<file path="src/rtl/ffha_pkg.sv">
`timescale 1ns / 1ps
`default_nettype none
// ----------------------------------------------------------------------------
// ffha_pkg
// Shared types, codes and defaults of the first-fit heap allocator.
// ----------------------------------------------------------------------------
package ffha_pkg;

  // Default sizes of the segment table and the heap layout.
  localparam int unsigned MaxBlocksDef   = 64;
  localparam int unsigned PageBytesDef   = 4096;
  localparam int unsigned HeaderBytesDef = 36;

  // The heap never grows past this many bytes.
  localparam int unsigned AddrSpan = 16777216;

  // Configuration register indexes.
  localparam logic [1:0] REG_INIT_BYTES = 2'd0;
  localparam logic [1:0] REG_MAX_BYTES  = 2'd1;
  localparam logic [1:0] REG_MIN_SPLIT  = 2'd2;

  typedef enum logic [1:0] {
    ACT_INIT    = 2'd0,
    ACT_ALLOC   = 2'd1,
    ACT_FREE    = 2'd2,
    ACT_REALLOC = 2'd3
  } action_t;

  typedef enum logic [2:0] {
    ST_OK          = 3'd0,
    ST_NOT_INIT    = 3'd1,
    ST_NULL        = 3'd2,
    ST_NO_MEM      = 3'd3,
    ST_BAD_BLOCK   = 3'd4,
    ST_DOUBLE_FREE = 3'd5
  } status_t;

  typedef enum logic {
    SCAN_FIT,
    SCAN_FIND
  } scan_mode_t;

  typedef enum logic [1:0] {
    MOD_NONE,
    MOD_WRITE,
    MOD_SPLIT,
    MOD_REMOVE
  } mod_op_t;

  typedef enum logic [3:0] {
    S_IDLE,
    S_INIT,
    S_FIT_SCAN,
    S_FIT_DONE,
    S_ALLOC,
    S_FIND_SCAN,
    S_FIND_DONE,
    S_REMOVE,
    S_DONE
  } state_t;

  // One segment of the table.
  typedef struct packed {
    logic [23:0] start;
    logic [24:0] size;
    logic        used;
  } seg_t;

  // What every cell compares against during a scan.
  typedef struct packed {
    scan_mode_t  mode;
    logic [25:0] need;
    logic [24:0] off;
  } scan_cmd_t;

  // Table update broadcast to all cells.
  typedef struct packed {
    mod_op_t op;
    seg_t    a;
    seg_t    b;
  } mod_t;

  // Scan packet that travels one cell per cycle.
  typedef struct packed {
    logic valid;
    logic found;
    logic jf;
    seg_t hit;
    seg_t prev;
    seg_t carry;
    seg_t last;
    logic next_valid;
    seg_t next;
  } scan_pkt_t;

  // Round a request up to the 8-byte grain.
  function automatic logic [25:0] round8(input logic [24:0] v);
    logic [25:0] t;
    t = {1'b0, v} + 26'd7;
    return {t[25:3], 3'b000};
  endfunction

endpackage
`default_nettype wire

</file>
<file path="src/rtl/ffha_cell.sv">
`timescale 1ns / 1ps
`default_nettype none
// ----------------------------------------------------------------------------
// ffha_cell
// One table entry: holds a segment, evaluates the passing scan packet and
// shifts with its neighbours when segments are inserted or removed.
// ----------------------------------------------------------------------------
module ffha_cell import ffha_pkg::*; #(
  parameter int unsigned MAX_BLOCKS   = MaxBlocksDef,
  parameter int unsigned HEADER_BYTES = HeaderBytesDef,
  parameter int unsigned CELL_IDX     = 0,
  localparam int unsigned IdxW = $clog2(MAX_BLOCKS),
  localparam int unsigned CntW = $clog2(MAX_BLOCKS + 1)
) (
  input  wire logic            clk,
  input  wire logic            rst,
  input  wire logic [CntW-1:0] count,
  input  wire scan_cmd_t       scan_cmd,
  input  wire mod_t            mod,
  input  wire logic [IdxW-1:0] mod_pos,
  input  wire seg_t            left,
  input  wire seg_t            right,
  output seg_t                 cur,
  input  wire scan_pkt_t       pkt_in,
  input  wire logic [IdxW-1:0] idx_in,
  output scan_pkt_t            pkt_out,
  output logic [IdxW-1:0]      idx_out
);

  localparam logic [IdxW-1:0] MyIdx  = IdxW'(CELL_IDX);
  localparam logic [IdxW:0]   MyIdxW = (IdxW + 1)'(CELL_IDX);
  localparam logic [CntW-1:0] MyCnt  = CntW'(CELL_IDX);
  localparam logic [CntW-1:0] MyCnt1 = CntW'(CELL_IDX + 1);

  logic [23:0] seg_start;
  logic [24:0] seg_size;
  logic        seg_used;
  seg_t        seg_next;
  scan_pkt_t   pkt_next;
  logic [IdxW-1:0] idx_next;
  logic        in_use;
  logic        hit;
  logic [IdxW:0] pos_plus1;

  assign cur = '{start: seg_start, size: seg_size, used: seg_used};

  // Table update from the broadcast command.
  assign pos_plus1 = {1'b0, mod_pos} + {{IdxW{1'b0}}, 1'b1};
  always_comb begin
    seg_next = cur;
    case (mod.op)
      MOD_WRITE: begin
        if (mod_pos == MyIdx) seg_next = mod.a;
      end
      MOD_SPLIT: begin
        if (mod_pos == MyIdx) begin
          seg_next = mod.a;
        end else if (pos_plus1 == MyIdxW) begin
          seg_next = mod.b;
        end else if (MyIdxW > pos_plus1) begin
          seg_next = left;
        end
      end
      MOD_REMOVE: begin
        if (MyIdx >= mod_pos) seg_next = right;
      end
      default: begin
        seg_next = cur;
      end
    endcase
  end

  // Segment storage; only the used mark has a reset value.
  always_ff @(posedge clk) begin
    seg_start <= seg_next.start;
    seg_size  <= seg_next.size;
  end

  always_ff @(posedge clk) begin
    if (rst) begin
      seg_used <= 1'b0;
    end else begin
      seg_used <= seg_next.used;
    end
  end

  // Scan evaluation against this entry.
  assign in_use = MyCnt < count;
  always_comb begin
    if (scan_cmd.mode == SCAN_FIT) begin
      hit = in_use && !seg_used && ({1'b0, seg_size} >= scan_cmd.need);
    end else begin
      hit = in_use && (({1'b0, seg_start} + 25'(HEADER_BYTES)) == scan_cmd.off);
    end
  end

  always_comb begin
    pkt_next       = pkt_in;
    idx_next       = idx_in;
    pkt_next.carry = cur;
    pkt_next.jf    = 1'b0;
    if (pkt_in.valid) begin
      if (!pkt_in.found && hit) begin
        pkt_next.found = 1'b1;
        pkt_next.hit   = cur;
        pkt_next.prev  = pkt_in.carry;
        pkt_next.jf    = 1'b1;
        idx_next       = MyIdx;
      end
      if (pkt_in.jf && in_use) begin
        pkt_next.next_valid = 1'b1;
        pkt_next.next       = cur;
      end
      if (MyCnt1 == count) pkt_next.last = cur;
    end
  end

  always_ff @(posedge clk) begin
    if (rst) begin
      pkt_out <= '0;
      idx_out <= '0;
    end else begin
      pkt_out <= pkt_next;
      idx_out <= idx_next;
    end
  end

endmodule
`default_nettype wire

</file>
<file path="config.mk">
export PLATFORM = sky130hd
export DESIGN_NAME = ffha_cell
export DESIGN_NICKNAME = d
export VERILOG_FILES = /design/src/rtl/ffha_pkg.sv /design/src/rtl/ffha_cell.sv
export SDC_FILE = /design/constraint.sdc
export NUM_CORES = 1
export LEC_CHECK = 0
export BUFFER_PORTS_ARGS = -buffer_cell sky130_fd_sc_hd__buf_2
export CORE_AREA = 2 2 329 331
export CTS_CLUSTER_SIZE = 12
export DETAILED_ROUTE_END_ITERATION = 8
export DIE_AREA = 0 0 331 333
export GPL_TIMING_DRIVEN = 0
export PLACE_DENSITY_LB_ADDON = 0.25
export SLEW_MARGIN = 25
export SYNTH_ARGS = -nofsm -noshare
export SYNTH_HDL_FRONTEND = slang
export SYNTH_SLANG_ARGS = --single-unit
export TNS_END_PERCENT = 50
</file>
<file path="constraint.sdc">
create_clock -name clk -period 6.4 [get_ports clk]
set_clock_uncertainty 0.2 [all_clocks]
set_input_delay 0.32 -clock clk [delete_from_list [all_inputs] [get_ports clk]]
set_output_delay 0.32 -clock clk [all_outputs]
set_load 0.1 [all_outputs]
</file>
* Word-level counts from Yosys, hierarchy flattened
Cells that the tools add are included.
** Operators by class
- Add/subtract/negate cells :: 2
- $mul :: 0
- Div/mod/pow operators :: 0
- Magnitude comparators :: 4
- Eq/ne operators :: 8
- Shift-type cells :: 0
- Muxes and demuxes :: 14
- Bitwise logic cells :: 1
- Reductions and logical operators :: 12
** Operator list (count)
- two-way mux 50 bit :: 6
- two-way mux 102 bit :: 2
- case mux 50 bit (3 select lines) :: 1
- two-way mux 101 bit :: 1
- two-way mux 51 bit :: 1
- greater-or-equal comparator 25 x 26 -> 1 bit :: 1
- adder 24 x 6 -> 25 bit, second input constant :: 1
- equality test 25 bit :: 1
- two-way mux 6 bit :: 2
- adder 6 x 1 -> 7 bit, second input constant :: 1
- equality test 1 x 7 -> 1 bit, first input constant :: 1
- greater-than comparator 1 x 7 -> 1 bit, first input constant :: 1
- logical NOT 7 bit :: 1
- < comparator 1 x 7 -> 1 bit, first input constant :: 1
- greater-or-equal comparator 1 x 6 -> 1 bit, first input constant :: 1
- logical NOT 6 bit :: 1
- logical AND 1 bit :: 5
- equality test 2 bit, second input constant :: 2
- inequality test 2 bit, second input constant :: 2
- inequality test 4 bit, second input constant :: 1
- AND reduction 4 bit :: 1
- nonzero test 3 bit :: 1
- equality test 2 x 1 -> 1 bit, second input constant :: 1
- logical NOT 1 bit :: 2
- 3 further kinds :: 3
** Word-level totals
- Bits in registers :: 310
- Bits in latches :: 0
- Memory bits (writable) :: 0
- Bits in read-only memories :: 0
- Output and inout port bits :: 310
- Memories :: 0

* Logic depth before layout (Yosys ltp)
- Word-level depth :: 7
- Mapped depth :: 13
- Depth with buffers taken out :: 10

* Worst setup path before layout
Ideal clock, no wire load.
- Path type :: input -> register
- Start point :: input port mod_pos[0]
- End point :: register seg_size[0] (enable)
- Library setup time :: 476 ps
- Arrival :: 3577 ps
- Required time :: 5724 ps
- Setup slack :: 2148 ps
- Cell stages on the path :: 6
- Buffers on the path :: 0
- Path through :: ha_1 > nor3b_1 > o21ai_0 > o21ai_0 > a21boi_0 > a21oi_1
** Between the ends
- Word-level cells in the longest chain between the ends :: 4
- Elaborated cells between the ends (all ways) :: 9
** RTL lines
- start: declaration :: line ffha_cell.sv:20 : input wire logic [IdxW-1:0] mod_pos,
- adder 6 x 1 -> 7 bit :: line ffha_cell.sv:48 : assign pos_plus1 = {1'b0, mod_pos} + {{IdxW{1'b0}}, 1'b1};
- greater-than comparator 1 x 7 -> 1 bit / logical NOT 7 bit (equally long branches) :: line ffha_cell.sv:60, ffha_cell.sv:58
- inequality test 4 bit (no line)
- AND reduction 4 bit (no line) *
- end signal: assignment :: line ffha_cell.sv:76 : seg_size <= seg_next.size;
- end: declaration :: line ffha_cell.sv:36 : logic [24:0] seg_size;
Every way passes the cells marked *; elsewhere a longest branch is shown, timed or not.
A chain may end at the register's enable or synchronous reset.

* Worst setup path after layout
- Start point :: register seg_size[18]
- End point :: register pkt_out[164] (netlist name)
** Between the ends
- Word-level cells in the longest chain between the ends :: 6
** RTL lines
- greater-or-equal comparator 25 x 26 -> 1 bit :: line ffha_cell.sv:91 : hit = in_use && !seg_used && ({1'b0, seg_size} >= scan_cmd.need);
- logical AND 1 bit :: line ffha_cell.sv:91
- two-way mux 1 bit :: line ffha_cell.sv:90 : if (scan_cmd.mode == SCAN_FIT) begin
- logical AND 1 bit :: line ffha_cell.sv:103 : if (!pkt_in.found && hit) begin
- two-way mux 102 bit :: line ffha_cell.sv:103
- two-way mux 102 bit :: line ffha_cell.sv:102 : if (pkt_in.valid) begin
- end signal: assignment :: line ffha_cell.sv:123 : pkt_out <= pkt_next;
- end: declaration :: line ffha_cell.sv:26 : output scan_pkt_t pkt_out,
No other way between the ends.

==> impl_metrics.py <==
metrics = {
    "min_path": {
        "cell_count_of_the_worst_hold_path": 3,
        "min_path_type": "in2reg",
    },
    "worst_setup_path": {
        "timing.reg2reg.worst_path_depth": 13,
        "critPathCapture": "pkt_out[164]",
        "crit_required_ns": 6.69,
        "crit_type": "reg2reg",
        "r2r_start": "seg_size[18]",
        "critical_path.max_fanout": 10,
        "ff2ff_setup_slack_ns": 0.83,
        "worstReg2RegEnd": "pkt_out[164]",
        "cp-start-kind": "flop",
        "critPathCaptureType": "flop",
        "critPathArrivalTime_ns": 5.86,
        "setup.worst_path.start": "seg_size[18]",
    },
    "placement": {
        "dp_cells": 4166,
        "detailed_place_hpwl_mm": 90.9,
        "globalplace.congestion": 0.875,
        "place.port_buffers": 836,
    },
    "synthesis": {
        "syn_nets": 2481,
        "number_of_distinct_standard_cells_referenced_by_the_synthesized_netlist": 58,
        "postSynth.asyncResetShare_pct": 0,
        "synth_warnings": 0,
        "yosysSeqAreaShare_pct": 40.3,
        "postSynth.topFlopCell": "dfxtp_1",
        "postSynthRegisterBits": 310,
        "yosysTopAreaCell": "dfxtp_1",
        "post_synth_instance_area_um2": 16600,
        "synth_top_cells_by_area": "dfxtp_1 (31%), nand2_1 (9.4%), edfxtp_1 (8.9%)",
        "syn_area_per_cell_um2": 8.64,
        "syn-instance-count": 1921,
        "number_of_flops_mapped_to_enable_cells_by_yosys": 49,
        "synth_top_cell_area_share_pct": 31.5,
    },
    "routing": {
        "wl_per_cell_um": 24.4,
        "drt-pass1-iter-count": 5,
        "vias_per_cell": 4.42,
        "final_antenna_net_count": 0,
        "aggregate_routed_wire_length_mm": 113,
        "drc": 0,
        "detail_route.iter0.violations": 1475,
        "routed-via-count": 20432,
    },
    "global_route": {
        "grt_util_all_layers_pct": 19.5,
        "grt_antenna_before_repair": 36,
        "gr-total-overflow": 0,
        "grt_max_degree": 20,
        "global_route_wire_length_before_repair_mm": 153,
        "via_count_of_the_first_global_routing_pass": 20386,
    },
    "power": {
        "p_int_mw": 4.34,
        "p_leak_nw": 13.1,
        "vdd_drop_max_uv": 154,
        "power_density_nw_per_um2": 272,
        "switchingPower_mw": 3.22,
        "pwr-share-seq_pct": 31.4,
        "clock_power_share_pct": 32.6,
        "post-layout-total-power_mw": 7.56,
        "netSwitchingFraction_pct": 42.6,
        "share_comb_of_total_power_pct": 36.0,
    },
    "final_layout": {
        "layout_commonest_cell": "buf_2",
        "post_route_cells_drive_above_1_share_pct": 31.3,
        "fillers": 11907,
        "layout_cells_excl_fill": 4627,
        "ff_latch_area_um2": 6700,
        "layout.nets": 3740,
        "multi_input_area_um2": 8650,
        "areaGrowthSynthToFinish_pct": 67.6,
        "layout_common_cells": "buf_2 (854), nand2_1 (416), dlygate4sd3_1 (371)",
    },
    "clocking": {
        "ctsRootBufferMaster": "clkbuf_16",
        "clock_tree.htree_level_count": 2,
        "clock_sink_count": 310,
        "tritoncts_clock_tree": "done",
        "cts_clock_pin_slew_for_the_worst_setup_and_hold_paths_ns": 0.06,
        "ctsLongestPathBuffers": 3,
        "cts_inserted_buffers": 44,
        "worst_skew_pair.late_latency_ns": 0.61,
        "post_cts_buffers": 0,
    },
    "sta": {
        "finalWorstPathRequiredPeriod_ns": 5.57,
        "finalHoldWorstSlack_ns": -0.000174,
        "layout_worst_path_cycle_share_pct": 87.0,
        "setup_repair_after_global_routing_missed_its_margin": "no",
        "relSlewSlack_pct": 26.3,
        "timing.fmax_mhz": 180,
        "tightest_slew_ns": 1.10,
        "hold_viol_final": 1,
        "finalMaxSlewViolations": 0,
        "finalSetupViolations": 0,
    },
    "floorplan": {
        "top_level_ports": 839,
        "die-width_um": 331,
        "fp.dieArea_um2": 110000,
        "die_h_um": 333,
        "initial_core_util_pct": 15.6,
        "rows": 120,
        "core_area_um2": 107000,
    },
    "status": {
        "violations_in_the_final_reports": "hold timing",
        "status": "finished, violations left",
    },
    "flow_run": {
        "max_cap_viol_count": 0,
    },
}
-- power groups by stage --
stage	sequential, mW	combinational (mW)	clock [mW]
floorplan	3.23	0.881	0
global placement	2.42	2.48	0
detailed placement	2.42	2.49	0
CTS	2.38	2.73	2.54
global route	2.39	2.84	2.61
finish	2.38	2.72	2.47
-- area by class of cell --
cell class / instances / area share [%]
Antenna cell: 17 / 0.153
Buffer: 240 / 4.15
Clock buffer: 58 / 4.47
Clock inverter: 15 / 0.508
Inverter: 36 / 0.486
Multi-Input combinational cell: 1335 / 31.1
Sequential cell: 310 / 24.1
Tap cell: 1403 / 6.31
Timing Repair Buffer: 1213 / 28.8
-- state kept, by name, indices dropped and copies added, names as in the netlist --
register / count
pkt_out: 254
seg_size: 25
seg_start: 24
idx_out: 6
seg_used: 1
-- through the flow --
| stage | cell area (µm²) | hold slack (ns) | worst slack, ns | utilization, % | setup TNS (ns) |
|---|---|---|---|---|---|
| final | 27800 | -0.000174 | 0.834 | 26.1 | 0 |
| after global routing | 27800 | 0.0283 | 0.632 | 26.1 | 0 |
| after CTS | 27800 | 0.00105 | 0.822 | 26.1 | 0 |
| after global placement | 22500 | 0.340 | -0.105 | 21.1 | -4.88 |
| after floorplan | 16600 | 0.241 | 2.15 | - | 0 |
| after detailed placement | 22700 | 0.340 | 1.23 | 21.3 | 0 |
-- synthesized netlist by cell type, types with 17 or more instances --
cell type and number:
a211o_1 99, a21oi_1 121, a22oi_1 49, buf_2 18
buf_4 60, clkbuf_1 148, dfxtp_1 261, edfxtp_1 49
ha_1 31, inv_1 36, mux2i_1 53, nand2_1 416
nor2_1 25, nor2b_1 51, nor3_1 17, nor3b_1 98
nor4b_1 102, o211ai_1 50, o2bb2ai_1 100
-- critical path, stage by stage (launching register included) --
cell and delay [ns]:
edfxtp_1 0.76, ha_1 0.37, a21o_1 0.17, a21oi_1 0.14, nor2_1 0.06, a2111oi_1 0.96, nor3_1 0.10, or3_1 0.50
clkbuf_1 0.21, clkbuf_1 0.46, clkbuf_1 0.41, o2bb2ai_1 0.21, a211o_1 0.29, dlygate4sd3_1 0.56
-- worst min path at each step --
stage                         end  slack (ns)        start
finish              seg_start[21]     -0.0002      mod[97]
global route        seg_start[21]        0.03      mod[97]
CTS                  pkt_out[197]       0.001  pkt_in[147]
detailed placement    pkt_out[50]        0.34   pkt_in[50]
global placement      pkt_out[50]        0.34   pkt_in[50]
floorplan             pkt_out[50]        0.24   pkt_in[50]
-- cells by family (layout without fill, tap and decap cells) --
| kind of cell | count (synthesis) | count (layout) | synth area share (%) |
|---|---|---|---|
| buffers and inverters | 276 | 1562 | 7.73 |
| AND/OR/NAND/NOR | 769 | 769 | 24.7 |
| other | 0 | 17 | 0 |
| adder cells (fa/ha/maj) | 31 | 31 | 2.34 |
| AO/OA/AOI/OAI | 457 | 457 | 20.4 |
| flip-flops | 310 | 310 | 40.3 |
| XOR/XNOR | 23 | 23 | 1.21 |
| multiplexers | 55 | 55 | 3.33 |
-- per-layer routing --
metal	global-route usage, %	part of all wire (%)	up-vias
met2	34.1	49	935
met5	0	0.076	-
met3	3.94	7.1	142
met4	5.21	2.5	12
li1	-	-	9427
met1	24.1	41	9916
-- timing repair --
| item | CTS | global route |
|---|---|---|
| endpoints found under the hold margin | 256 | 0 |
| resized for setup | 0 | 0 |
| hold buffers | 371 | 0 |
(Power assumes the default switching activity.)
