## config.mk

```make
export PLATFORM = sky130hd
export DESIGN_NAME = ffha_seq
export DESIGN_NICKNAME = d
export VERILOG_FILES = /design/src/rtl/ffha_pkg.sv /design/src/rtl/ffha_seq.sv
export SDC_FILE = /design/constraint.sdc
export NUM_CORES = 1
export LEC_CHECK = 0
export BUFFER_PORTS_ARGS = -buffer_cell sky130_fd_sc_hd__buf_4
export CELL_PAD_IN_SITES_DETAIL_PLACEMENT = 0
export CELL_PAD_IN_SITES_GLOBAL_PLACEMENT = 1
export CORE_AREA = 5 5 330 332
export CTS_CLUSTER_SIZE = 14
export DETAILED_ROUTE_END_ITERATION = 7
export DIE_AREA = 0 0 335 337
export GPL_TIMING_DRIVEN = 0
export PLACE_DENSITY_LB_ADDON = 0.1
export SYNTH_ARGS = -nofsm -noshare
export SYNTH_HDL_FRONTEND = slang
export SYNTH_SLANG_ARGS = --single-unit
```

## constraint.sdc

```tcl
create_clock -name clk -period 20.1 [get_ports clk]
set_input_delay 5.025 -clock clk [delete_from_list [all_inputs] [get_ports clk]]
set_output_delay 5.025 -clock clk [all_outputs]
set_load 0.02 [all_outputs]
```

## src/rtl/ffha_pkg.sv

```systemverilog
`timescale 1ns / 1ps
`default_nettype none
// ----------------------------------------------------------------------------
// ffha_pkg
// Shared types, codes and defaults of the first-fit heap allocator.
// ----------------------------------------------------------------------------
package ffha_pkg;

  // Default sizes of the segment table and the heap layout.
  localparam int unsigned MaxBlocksDef   = 64;
  localparam int unsigned PageBytesDef   = 4096;
  localparam int unsigned HeaderBytesDef = 36;

  // The heap never grows past this many bytes.
  localparam int unsigned AddrSpan = 16777216;

  // Configuration register indexes.
  localparam logic [1:0] REG_INIT_BYTES = 2'd0;
  localparam logic [1:0] REG_MAX_BYTES  = 2'd1;
  localparam logic [1:0] REG_MIN_SPLIT  = 2'd2;

  typedef enum logic [1:0] {
    ACT_INIT    = 2'd0,
    ACT_ALLOC   = 2'd1,
    ACT_FREE    = 2'd2,
    ACT_REALLOC = 2'd3
  } action_t;

  typedef enum logic [2:0] {
    ST_OK          = 3'd0,
    ST_NOT_INIT    = 3'd1,
    ST_NULL        = 3'd2,
    ST_NO_MEM      = 3'd3,
    ST_BAD_BLOCK   = 3'd4,
    ST_DOUBLE_FREE = 3'd5
  } status_t;

  typedef enum logic {
    SCAN_FIT,
    SCAN_FIND
  } scan_mode_t;

  typedef enum logic [1:0] {
    MOD_NONE,
    MOD_WRITE,
    MOD_SPLIT,
    MOD_REMOVE
  } mod_op_t;

  typedef enum logic [3:0] {
    S_IDLE,
    S_INIT,
    S_FIT_SCAN,
    S_FIT_DONE,
    S_ALLOC,
    S_FIND_SCAN,
    S_FIND_DONE,
    S_REMOVE,
    S_DONE
  } state_t;

  // One segment of the table.
  typedef struct packed {
    logic [23:0] start;
    logic [24:0] size;
    logic        used;
  } seg_t;

  // What every cell compares against during a scan.
  typedef struct packed {
    scan_mode_t  mode;
    logic [25:0] need;
    logic [24:0] off;
  } scan_cmd_t;

  // Table update broadcast to all cells.
  typedef struct packed {
    mod_op_t op;
    seg_t    a;
    seg_t    b;
  } mod_t;

  // Scan packet that travels one cell per cycle.
  typedef struct packed {
    logic valid;
    logic found;
    logic jf;
    seg_t hit;
    seg_t prev;
    seg_t carry;
    seg_t last;
    logic next_valid;
    seg_t next;
  } scan_pkt_t;

  // Round a request up to the 8-byte grain.
  function automatic logic [25:0] round8(input logic [24:0] v);
    logic [25:0] t;
    t = {1'b0, v} + 26'd7;
    return {t[25:3], 3'b000};
  endfunction

endpackage
`default_nettype wire

```

## src/rtl/ffha_seq.sv

```systemverilog
`timescale 1ns / 1ps
`default_nettype none
// ----------------------------------------------------------------------------
// ffha_seq
// Sequencer: launches scans down the cell row, decides on the returned
// packet and broadcasts table updates, growth and merges.
// ----------------------------------------------------------------------------
module ffha_seq import ffha_pkg::*; #(
  parameter int unsigned MAX_BLOCKS   = MaxBlocksDef,
  parameter int unsigned PAGE_BYTES   = PageBytesDef,
  parameter int unsigned HEADER_BYTES = HeaderBytesDef,
  localparam int unsigned IdxW = $clog2(MAX_BLOCKS),
  localparam int unsigned CntW = $clog2(MAX_BLOCKS + 1)
) (
  input  wire logic            clk,
  input  wire logic            rst,
  input  wire logic            start,
  input  wire logic [1:0]      action,
  input  wire logic [24:0]     request_size,
  input  wire logic [24:0]     data_offset,
  input  wire logic [24:0]     init_bytes,
  input  wire logic [24:0]     max_bytes,
  input  wire logic [12:0]     min_split,
  output logic                 busy,
  output logic                 done,
  output logic [2:0]           status,
  output logic [24:0]          result_offset,
  output logic [24:0]          granted_size,
  output scan_cmd_t            scan_cmd,
  output scan_pkt_t            pkt_head,
  input  wire scan_pkt_t       pkt_tail,
  input  wire logic [IdxW-1:0] idx_tail,
  output mod_t                 mod,
  output logic [IdxW-1:0]      mod_pos,
  output logic [CntW-1:0]      count
);

  localparam logic [CntW-1:0] CntMax = CntW'(MAX_BLOCKS);
  localparam logic [CntW-1:0] CntOne = CntW'(1);
  localparam logic [24:0]     Hdr25  = 25'(HEADER_BYTES);

  state_t          state;
  state_t          state_next;
  action_t         act_in;
  status_t         st;
  status_t         idle_status;
  logic [24:0]     req;
  logic [24:0]     off;
  logic [25:0]     need;
  logic            purpose_free;
  logic            zero_req;
  logic            pend_free;
  logic [24:0]     heap;
  logic            ready;
  logic [24:0]     roff;
  logic [24:0]     granted;
  logic            inject;
  scan_pkt_t       pkt;
  logic [IdxW-1:0] pidx;
  logic [IdxW-1:0] sel_idx;
  logic [23:0]     sel_start;
  logic [24:0]     sel_size;
  logic [1:0]      rem_left;
  logic [IdxW-1:0] rem_pos;

  logic [24:0] lim;
  logic [24:0] grow_base;
  logic [27:0] grow_src;
  logic [27:0] grow_q;
  logic [27:0] grow_sz;
  logic        grow_fit;
  logic        last_free;
  logic        room;
  logic        split_ok;
  logic        merge_prev;
  logic        merge_next;
  logic [IdxW-1:0] cnt_idx;

  assign act_in  = action_t'(action);
  assign cnt_idx = count[IdxW-1:0];

  // Page growth arithmetic, shared by init and by allocation.
  // Init starts from an empty heap, so its growth is checked from zero.
  assign lim       = (max_bytes > 25'(AddrSpan)) ? 25'(AddrSpan) : max_bytes;
  assign grow_base = (state == S_INIT) ? 25'd0 : heap;
  assign grow_src  = (state == S_INIT) ? {3'b000, init_bytes}
                                       : {2'b00, need} + 28'(HEADER_BYTES);
  assign grow_q    = (grow_src + 28'(PAGE_BYTES - 1)) / 28'(PAGE_BYTES);
  assign grow_sz   = 28'(grow_q * 28'(PAGE_BYTES));
  assign grow_fit  = (grow_sz != 28'd0) &&
                     (({4'b0000, grow_base} + {1'b0, grow_sz}) <= {4'b0000, lim});
  assign last_free = (count != '0) && !pkt.last.used;
  assign room      = count < CntMax;
  assign split_ok  = ({2'b00, sel_size} >=
                      ({1'b0, need} + 27'(HEADER_BYTES) + {14'd0, min_split})) && room;
  assign merge_prev = !pkt.prev.used;
  assign merge_next = pkt.next_valid && !pkt.next.used;

  // Decision on a newly accepted command.
  always_comb begin
    idle_status = ST_OK;
    case (act_in)
      ACT_ALLOC: begin
        if (!ready) idle_status = ST_NOT_INIT;
        else if (request_size == '0) idle_status = ST_NULL;
      end
      ACT_FREE: begin
        if (data_offset != '0 && !ready) idle_status = ST_NOT_INIT;
      end
      ACT_REALLOC: begin
        if (!ready) idle_status = ST_NOT_INIT;
        else if (data_offset == '0 && request_size == '0) idle_status = ST_NULL;
      end
      default: begin
        idle_status = ST_OK;
      end
    endcase
  end

  // Next state.
  always_comb begin
    state_next = state;
    case (state)
      S_IDLE: begin
        if (start) begin
          if (act_in == ACT_INIT) begin
            state_next = S_INIT;
          end else if (idle_status != ST_OK) begin
            state_next = S_DONE;
          end else if (act_in == ACT_FREE) begin
            state_next = (data_offset == '0) ? S_DONE : S_FIND_SCAN;
          end else if (act_in == ACT_ALLOC || data_offset == '0) begin
            state_next = S_FIT_SCAN;
          end else begin
            state_next = S_FIND_SCAN;
          end
        end
      end
      S_INIT: begin
        state_next = S_DONE;
      end
      S_FIT_SCAN: begin
        if (pkt_tail.valid) state_next = S_FIT_DONE;
      end
      S_FIT_DONE: begin
        if (pkt.found || (grow_fit && (last_free || room))) state_next = S_ALLOC;
        else state_next = S_DONE;
      end
      S_ALLOC: begin
        state_next = pend_free ? S_FIND_SCAN : S_DONE;
      end
      S_FIND_SCAN: begin
        if (pkt_tail.valid) state_next = S_FIND_DONE;
      end
      S_FIND_DONE: begin
        if (!pkt.found || !pkt.hit.used) begin
          state_next = S_DONE;
        end else if (!purpose_free) begin
          state_next = ({1'b0, req} <= {1'b0, pkt.hit.size}) ? S_DONE : S_FIT_SCAN;
        end else if (merge_prev || merge_next) begin
          state_next = S_REMOVE;
        end else begin
          state_next = S_DONE;
        end
      end
      S_REMOVE: begin
        if (rem_left == 2'd1) state_next = S_DONE;
      end
      S_DONE: begin
        state_next = S_IDLE;
      end
      default: begin
        state_next = S_IDLE;
      end
    endcase
  end

  // Outputs: handshake, scan launch and table updates.
  always_comb begin
    busy    = state != S_IDLE;
    done    = state == S_DONE;
    status  = st;
    result_offset = (st == ST_OK) ? roff : '0;
    granted_size  = (st == ST_OK) ? granted : '0;
    scan_cmd.mode = (state == S_FIT_SCAN) ? SCAN_FIT : SCAN_FIND;
    scan_cmd.need = need;
    scan_cmd.off  = off;
    pkt_head            = '0;
    pkt_head.valid      = inject;
    pkt_head.carry.used = 1'b1;
    pkt_head.last.used  = 1'b1;
    mod     = '0;
    mod_pos = '0;
    case (state)
      S_INIT: begin
        if (grow_fit) begin
          mod.op = MOD_WRITE;
          mod.a  = '{start: 24'd0, size: 25'(grow_sz - 28'(HEADER_BYTES)), used: 1'b0};
        end
      end
      S_FIT_DONE: begin
        if (!pkt.found && grow_fit) begin
          if (last_free) begin
            mod.op  = MOD_WRITE;
            mod_pos = cnt_idx - IdxW'(1);
            mod.a   = '{start: pkt.last.start,
                        size: 25'({3'b000, pkt.last.size} + grow_sz), used: 1'b0};
          end else if (room) begin
            mod.op  = MOD_WRITE;
            mod_pos = cnt_idx;
            mod.a   = '{start: heap[23:0],
                        size: 25'(grow_sz - 28'(HEADER_BYTES)), used: 1'b0};
          end
        end
      end
      S_ALLOC: begin
        mod_pos = sel_idx;
        if (split_ok) begin
          mod.op = MOD_SPLIT;
          mod.a  = '{start: sel_start, size: need[24:0], used: 1'b1};
          mod.b  = '{start: 24'({1'b0, sel_start} + Hdr25 + need[24:0]),
                     size: sel_size - need[24:0] - Hdr25, used: 1'b0};
        end else begin
          mod.op = MOD_WRITE;
          mod.a  = '{start: sel_start, size: sel_size, used: 1'b1};
        end
      end
      S_FIND_DONE: begin
        if (pkt.found && pkt.hit.used && purpose_free) begin
          mod.op = MOD_WRITE;
          if (merge_prev && merge_next) begin
            mod_pos = pidx - IdxW'(1);
            mod.a   = '{start: pkt.prev.start,
                        size: pkt.prev.size + Hdr25 + pkt.hit.size + Hdr25 + pkt.next.size,
                        used: 1'b0};
          end else if (merge_prev) begin
            mod_pos = pidx - IdxW'(1);
            mod.a   = '{start: pkt.prev.start,
                        size: pkt.prev.size + Hdr25 + pkt.hit.size, used: 1'b0};
          end else if (merge_next) begin
            mod_pos = pidx;
            mod.a   = '{start: pkt.hit.start,
                        size: pkt.hit.size + Hdr25 + pkt.next.size, used: 1'b0};
          end else begin
            mod_pos = pidx;
            mod.a   = '{start: pkt.hit.start, size: pkt.hit.size, used: 1'b0};
          end
        end
      end
      S_REMOVE: begin
        mod.op  = MOD_REMOVE;
        mod_pos = rem_pos;
      end
      default: begin
        mod = '0;
      end
    endcase
  end

  // Control registers.
  always_ff @(posedge clk) begin
    if (rst) begin
      state  <= S_IDLE;
      inject <= 1'b0;
      count  <= '0;
      heap   <= '0;
      ready  <= 1'b0;
    end else begin
      state  <= state_next;
      inject <= (state_next != state) &&
                (state_next == S_FIT_SCAN || state_next == S_FIND_SCAN);
      case (state)
        S_INIT: begin
          count <= grow_fit ? CntOne : '0;
          heap  <= grow_fit ? grow_sz[24:0] : '0;
          ready <= grow_fit;
        end
        S_FIT_DONE: begin
          if (!pkt.found && grow_fit && (last_free || room)) begin
            heap <= 25'({3'b000, heap} + grow_sz);
            if (!last_free) count <= count + CntOne;
          end
        end
        S_ALLOC: begin
          if (split_ok) count <= count + CntOne;
        end
        S_FIND_DONE: begin
          if (pkt.found && pkt.hit.used && purpose_free) begin
            if (merge_prev && merge_next) count <= count - CntW'(2);
            else if (merge_prev || merge_next) count <= count - CntOne;
          end
        end
        default: begin
          count <= count;
        end
      endcase
    end
  end

  // Working registers of the current command.
  always_ff @(posedge clk) begin
    case (state)
      S_IDLE: begin
        if (start) begin
          req          <= request_size;
          off          <= data_offset;
          need         <= round8(request_size);
          purpose_free <= (act_in == ACT_FREE) || (request_size == '0);
          zero_req     <= (act_in == ACT_REALLOC) && (request_size == '0);
          pend_free    <= 1'b0;
          st           <= idle_status;
          roff         <= '0;
          granted      <= '0;
        end
      end
      S_INIT: begin
        st <= grow_fit ? ST_OK : ST_NO_MEM;
      end
      S_FIT_SCAN, S_FIND_SCAN: begin
        if (pkt_tail.valid) begin
          pkt  <= pkt_tail;
          pidx <= idx_tail;
        end
      end
      S_FIT_DONE: begin
        if (pkt.found) begin
          sel_idx   <= pidx;
          sel_start <= pkt.hit.start;
          sel_size  <= pkt.hit.size;
        end else if (last_free) begin
          sel_idx   <= cnt_idx - IdxW'(1);
          sel_start <= pkt.last.start;
          sel_size  <= 25'({3'b000, pkt.last.size} + grow_sz);
        end else begin
          sel_idx   <= cnt_idx;
          sel_start <= heap[23:0];
          sel_size  <= 25'(grow_sz - 28'(HEADER_BYTES));
        end
        if (!pkt.found && !(grow_fit && (last_free || room))) st <= ST_NO_MEM;
      end
      S_ALLOC: begin
        st      <= ST_OK;
        roff    <= {1'b0, sel_start} + Hdr25;
        granted <= split_ok ? need[24:0] : sel_size;
      end
      S_FIND_DONE: begin
        if (!pkt.found) begin
          st <= ST_BAD_BLOCK;
        end else if (!pkt.hit.used) begin
          st <= ST_DOUBLE_FREE;
        end else if (!purpose_free) begin
          if ({1'b0, req} <= {1'b0, pkt.hit.size}) begin
            roff    <= off;
            granted <= pkt.hit.size;
          end else begin
            pend_free    <= 1'b1;
            purpose_free <= 1'b1;
          end
        end else begin
          if (zero_req) st <= ST_NULL;
          rem_left <= (merge_prev && merge_next) ? 2'd2 : 2'd1;
          rem_pos  <= merge_prev ? pidx : pidx + IdxW'(1);
        end
      end
      S_REMOVE: begin
        rem_left <= rem_left - 2'd1;
      end
      default: begin
        rem_left <= rem_left;
      end
    endcase
  end

  // A ready heap always holds at least one segment, never more than the table.
  assert property (@(posedge clk) disable iff (rst)
    ready |-> (count != '0) && (count <= CntMax))
    else $error("ready heap with an empty or overfull segment table");

  // A failed command never returns an offset or a size.
  assert property (@(posedge clk) disable iff (rst)
    done && (status != ST_OK) |-> (result_offset == '0) && (granted_size == '0))
    else $error("error beat carries a result");

  // A scan packet only leaves the row while the sequencer waits for it.
  assert property (@(posedge clk) disable iff (rst)
    pkt_tail.valid |-> (state == S_FIT_SCAN) || (state == S_FIND_SCAN))
    else $error("scan packet returned outside a scan");

  // A launched scan starts in a scan state.
  assert property (@(posedge clk) disable iff (rst)
    inject |-> (state == S_FIT_SCAN) || (state == S_FIND_SCAN))
    else $error("scan launched outside a scan");

endmodule
`default_nettype wire
```

After elaboration in Yosys (flattened, before gate mapping):

Cells that the tools add are included.

* $add $sub $neg: 26
* magnitude comparators: 5
* equality and inequality tests: 30
* muxes and demuxes: 103
* reduce and logical (&&, ||, !) cells: 56

Operator list (number)
* $mux 25: 18
* $mux 51: 5
* $mux 50: 4
* $pmux 50 s4: 1
* $pmux 25 s3: 2
* $add 25x25->25: 5
* $add 25x6->25 const B: 3
* $mux 4: 14
* $add 26x6->27 const B: 2
* $mux 6: 9
* $mux 52: 1
* $logic_not 25->1: 2
* $pmux 25 s2: 1
* $sub 25x6->25 const B: 2
* $mux 24: 2
* $mux 7: 6
* $pmux 4 s8: 1
* $add 25x28->29: 1
* $le 29x25->1: 1
* $add 27x12->28 const B: 1
* $pmux 7 s4: 1
* $reduce_bool 28->1: 1
* $add 27x13->27: 1
* $ge 25x27->1: 1
* other kinds (51): 135

* register bits after elaboration: 414
* bits of input ports: 378
* output and inout bits: 476

Logic depth before layout (Yosys ltp):

* depth in word-level cells: 13
* gate-level depth with buffers: 32

Worst setup path before layout:

No wires, ideal clock.

* kind: input-to-reg
* start point: in pkt_tail[253] (netlist name)
* end point: reg pidx[0], enable pin
* arrival time: 17.380 ns
* setup slack: 1.767 ns
* cell stages on the path: 2
* path buffers: 0
* cells stage by stage: inv_1 nor3_1

* longest elaborated chain between the ends: 1

Ends and longest elaborated chain
* start: declaration: RTL line ffha_seq.sv:31 `input wire scan_pkt_t pkt_tail,`
* $reduce_and 2->1 (no source line)
* end signal: assignment: RTL line ffha_seq.sv:322 `pidx <= idx_tail;`
* end: declaration: RTL line ffha_seq.sv:59 `logic [IdxW-1:0] pidx;`

No other way between the ends.
A chain may end at the register's enable or synchronous reset.

==> metrics.txt <==
Max rail drop VDD=0.00005775 V; top-area cell type share of the netlist area=34.15%; count of pins over their slew limit=0; post-synthesis cell area=33060 sq um; RSZ-0062 raised after global routing=no; Site Rows=120; CP Capture Type=output pin; placed inst area=40020 sq um; GP Congestion=0.9604; post-synthesis cell count=3494; synth top area cells=edfxtp_1 (34%), ha_1 (12%), buf_4 (5.9%); post-layout min period=17890 ps; Most used DFF post-synth=edfxtp_1; clock sinks=402; wirelength, routed=149900 um; Fin Setup TNS=0 ps; post-CTS setup buffer count=0; Nets=5067; register area=11810 sq um; Placement Setup Slack=2222 ps; Synth warnings=0; DR vias=29678; startpoint types=input pin; fin util=39.19%; Final ANT Viol Nets=0; dpl hpwl=125200 um; DRT iter0 DRCs=2612; I/O Pins=854; CP arrival=12860 ps; Initial Util=31.19%; core area=106000 sq um; fraction of layout cells with a size suffix above 1=21.97%; Clk Latency, worst-skew pair=630 ps; clock slew at reported path FFs=70 ps; Hold Buf Count CTS=0; Filler cells=10986; maximum fanout along the worst path=10; number of enable flip-flop cells after synthesis=376; Die ar.=112900 sq um; Worst-Margin Slew=1478 ps; Max Cap Viol=1; fin crit share=88.99%; Cell variety after synth=108; clock skew=33.50 ps; DRC=0; Layout area overhead=25.67%; H-tree Lvls=2; Finished Cell Area=41540 sq um; Mean Syn Cell Area=9.461 sq um; total CTS buffers=47; Hold Crit Class=register to register; Yosys reg bits=402; Yosys top cell by area=edfxtp_1; post_cts resized=0; pwr/cell area=56.05 nW/um^2; Multi-input gate area=18980 sq um; Worst Slack Setup Final=2214 ps; root buffer cell=clkbuf_16; total grt overflow=0; failing checks=capacitance limit; status=finished with violations; asr flop ratio synth=0%; pin count of the biggest net entering global routing=62; final hold violation count=0; Pre-Repair DR Iteration Count=6; Pleak=18.12 nW; Max-slew headroom=0.7485%; Seq/Total Area, Yosys=35.73%; # setup viols final=0; Vias/cell=5.120; Max Buffers Root-to-Sink=3; initial antenna violation count=16; vias in the first global route=28302; WL/cell=25.85 um; f_max=0.05591 GHz; Worst Path Required=15070 ps; first-pass GRT wire length=206900 um; WS Path Type=input pin to output pin; GRT Overall Usage=25.23%; Port Buffers=520; Die X=335 um; DIE HEIGHT=337 um; CTS tree=done
-- cell usage after synthesis, drive strengths merged (61+ instances only) --
master	number
edfxtp	376
ha	328
nand2	293
buf	286
nor2	236
inv	200
a21oi	189
o21ai	187
xnor2	164
clkbuf	119
nor3	84
nand3	76
xor2	76
and2	74
mux2i	61
-- worst max-delay path, stage by stage --
cell and delay, ps:
buf_4 110, nor4_1 380, nand4_1 440, o311a_1 280, nand2b_1 120, xor2_1 790
ha_1 410, a21o_1 200, a21oi_1 220, nor2_1 70, a211oi_1 280, o22ai_1 240
a2111oi_4 460, nor2_1 130, a21o_1 190, a21oi_1 160, xnor2_1 130, ha_1 320
nand4_1 150, nor3_1 210, nand3_1 180, a221oi_1 360, o211ai_2 450, or2_1 480
clkbuf_1 330, o21ai_0 470, buf_4 230
-- kinds of logic after synthesis --
group	synth area share [%]
other	0.02272
muxes	3.039
and+or+nand+nor	14.66
xor gates and xnor gates	6.654
buffers and inverters	9.962
AOI/OAI and AO/OA	16.82
adders and majority gates	13.11
DFF	35.73
-- layout by cell type, fill, tap and decap left out, types with 26 or more instances in the layout --
cell and count:
nand2_1 292, and2_1 73, nand3_1 76, inv_1 199
clkbuf_16 47, a21o_1 56, edfxtp_1 376, nor2_1 232
a22oi_1 30, and3_1 32, mux2i_1 61, o221ai_1 32
a211oi_1 41, nor4_1 30, xnor2_1 163, xor2_1 76
nor3_1 81, dfxtp_1 26, o21ai_0 183, nand2b_1 32
nand4_1 33, o21a_1 28, conb_1 269, o22ai_1 31
ha_1 328, a21oi_1 189, clkbuf_1 122, buf_4 782
-- path summary, 6_finish.rpt --
kind              slack, ps       end  depth (start not counted)      startpoint
setup / recovery       2210   mod[62]                         27  init_bytes[10]
hold / removal          520  heap[24]                          2        heap[24]
setup reg to reg      10140  heap[17]                         32        state[1]
hold reg to reg         520  heap[24]                          2        heap[24]
-- sequential cells by signal, indices dropped and copies added, names as in the netlist, 2 cells and up --
register and count:
sel_size 25, count 7, pkt 178, heap 13, need 23, granted 25
status 3, state 4, sel_start 24, rem_pos 6, req 25, rem_left 2
off 25, sel_idx 6, roff 25, pidx 6
-- per-stage QoR --
stage	hold slack, ps	total power, mW	instances
floorplan	475.9	1.290	3761
finish	520.7	2.329	5797
detailed placement	508.3	1.471	5707
global route	550.6	2.419	5797
global placement	509.9	1.472	5684
CTS	518.1	2.339	5795
-- power by group --
| part | total [mW] | switching (mW) | leakage, nW | internal, mW |
|---|---|---|---|---|
| logic | 0.500 | 0.295 | 13.7 | 0.205 |
| registers | 0.961 | 0.0248 | 3.70 | 0.936 |
| clock network | 0.867 | 0.385 | 0.733 | 0.482 |
| total | 2.33 | 0.705 | 18.1 | 1.62 |
-- final cells by class --
type,instances,share of cell area [%]
antenna,2,0.01205
buffer,405,6.111
clock buffer,51,2.867
clock inverter,37,0.7830
inverter,202,1.831
multi-input combinational,2752,45.69
sequential,402,28.43
tap,1403,4.225
timing repair buffer,543,10.05
-- per-layer routing --
metal | routed length (um) | global-route usage, % | up-vias
met1 | 65310 | 34.46 | 14206
met2 | 68230 | 41.08 | 1284
met4 | 3921 | 6.206 | 10
li1 | - | - | 14009
met5 | 58 | 0 | -
met3 | 12340 | 5.202 | 169
Note: power is estimated with default switching activity, not from simulation.
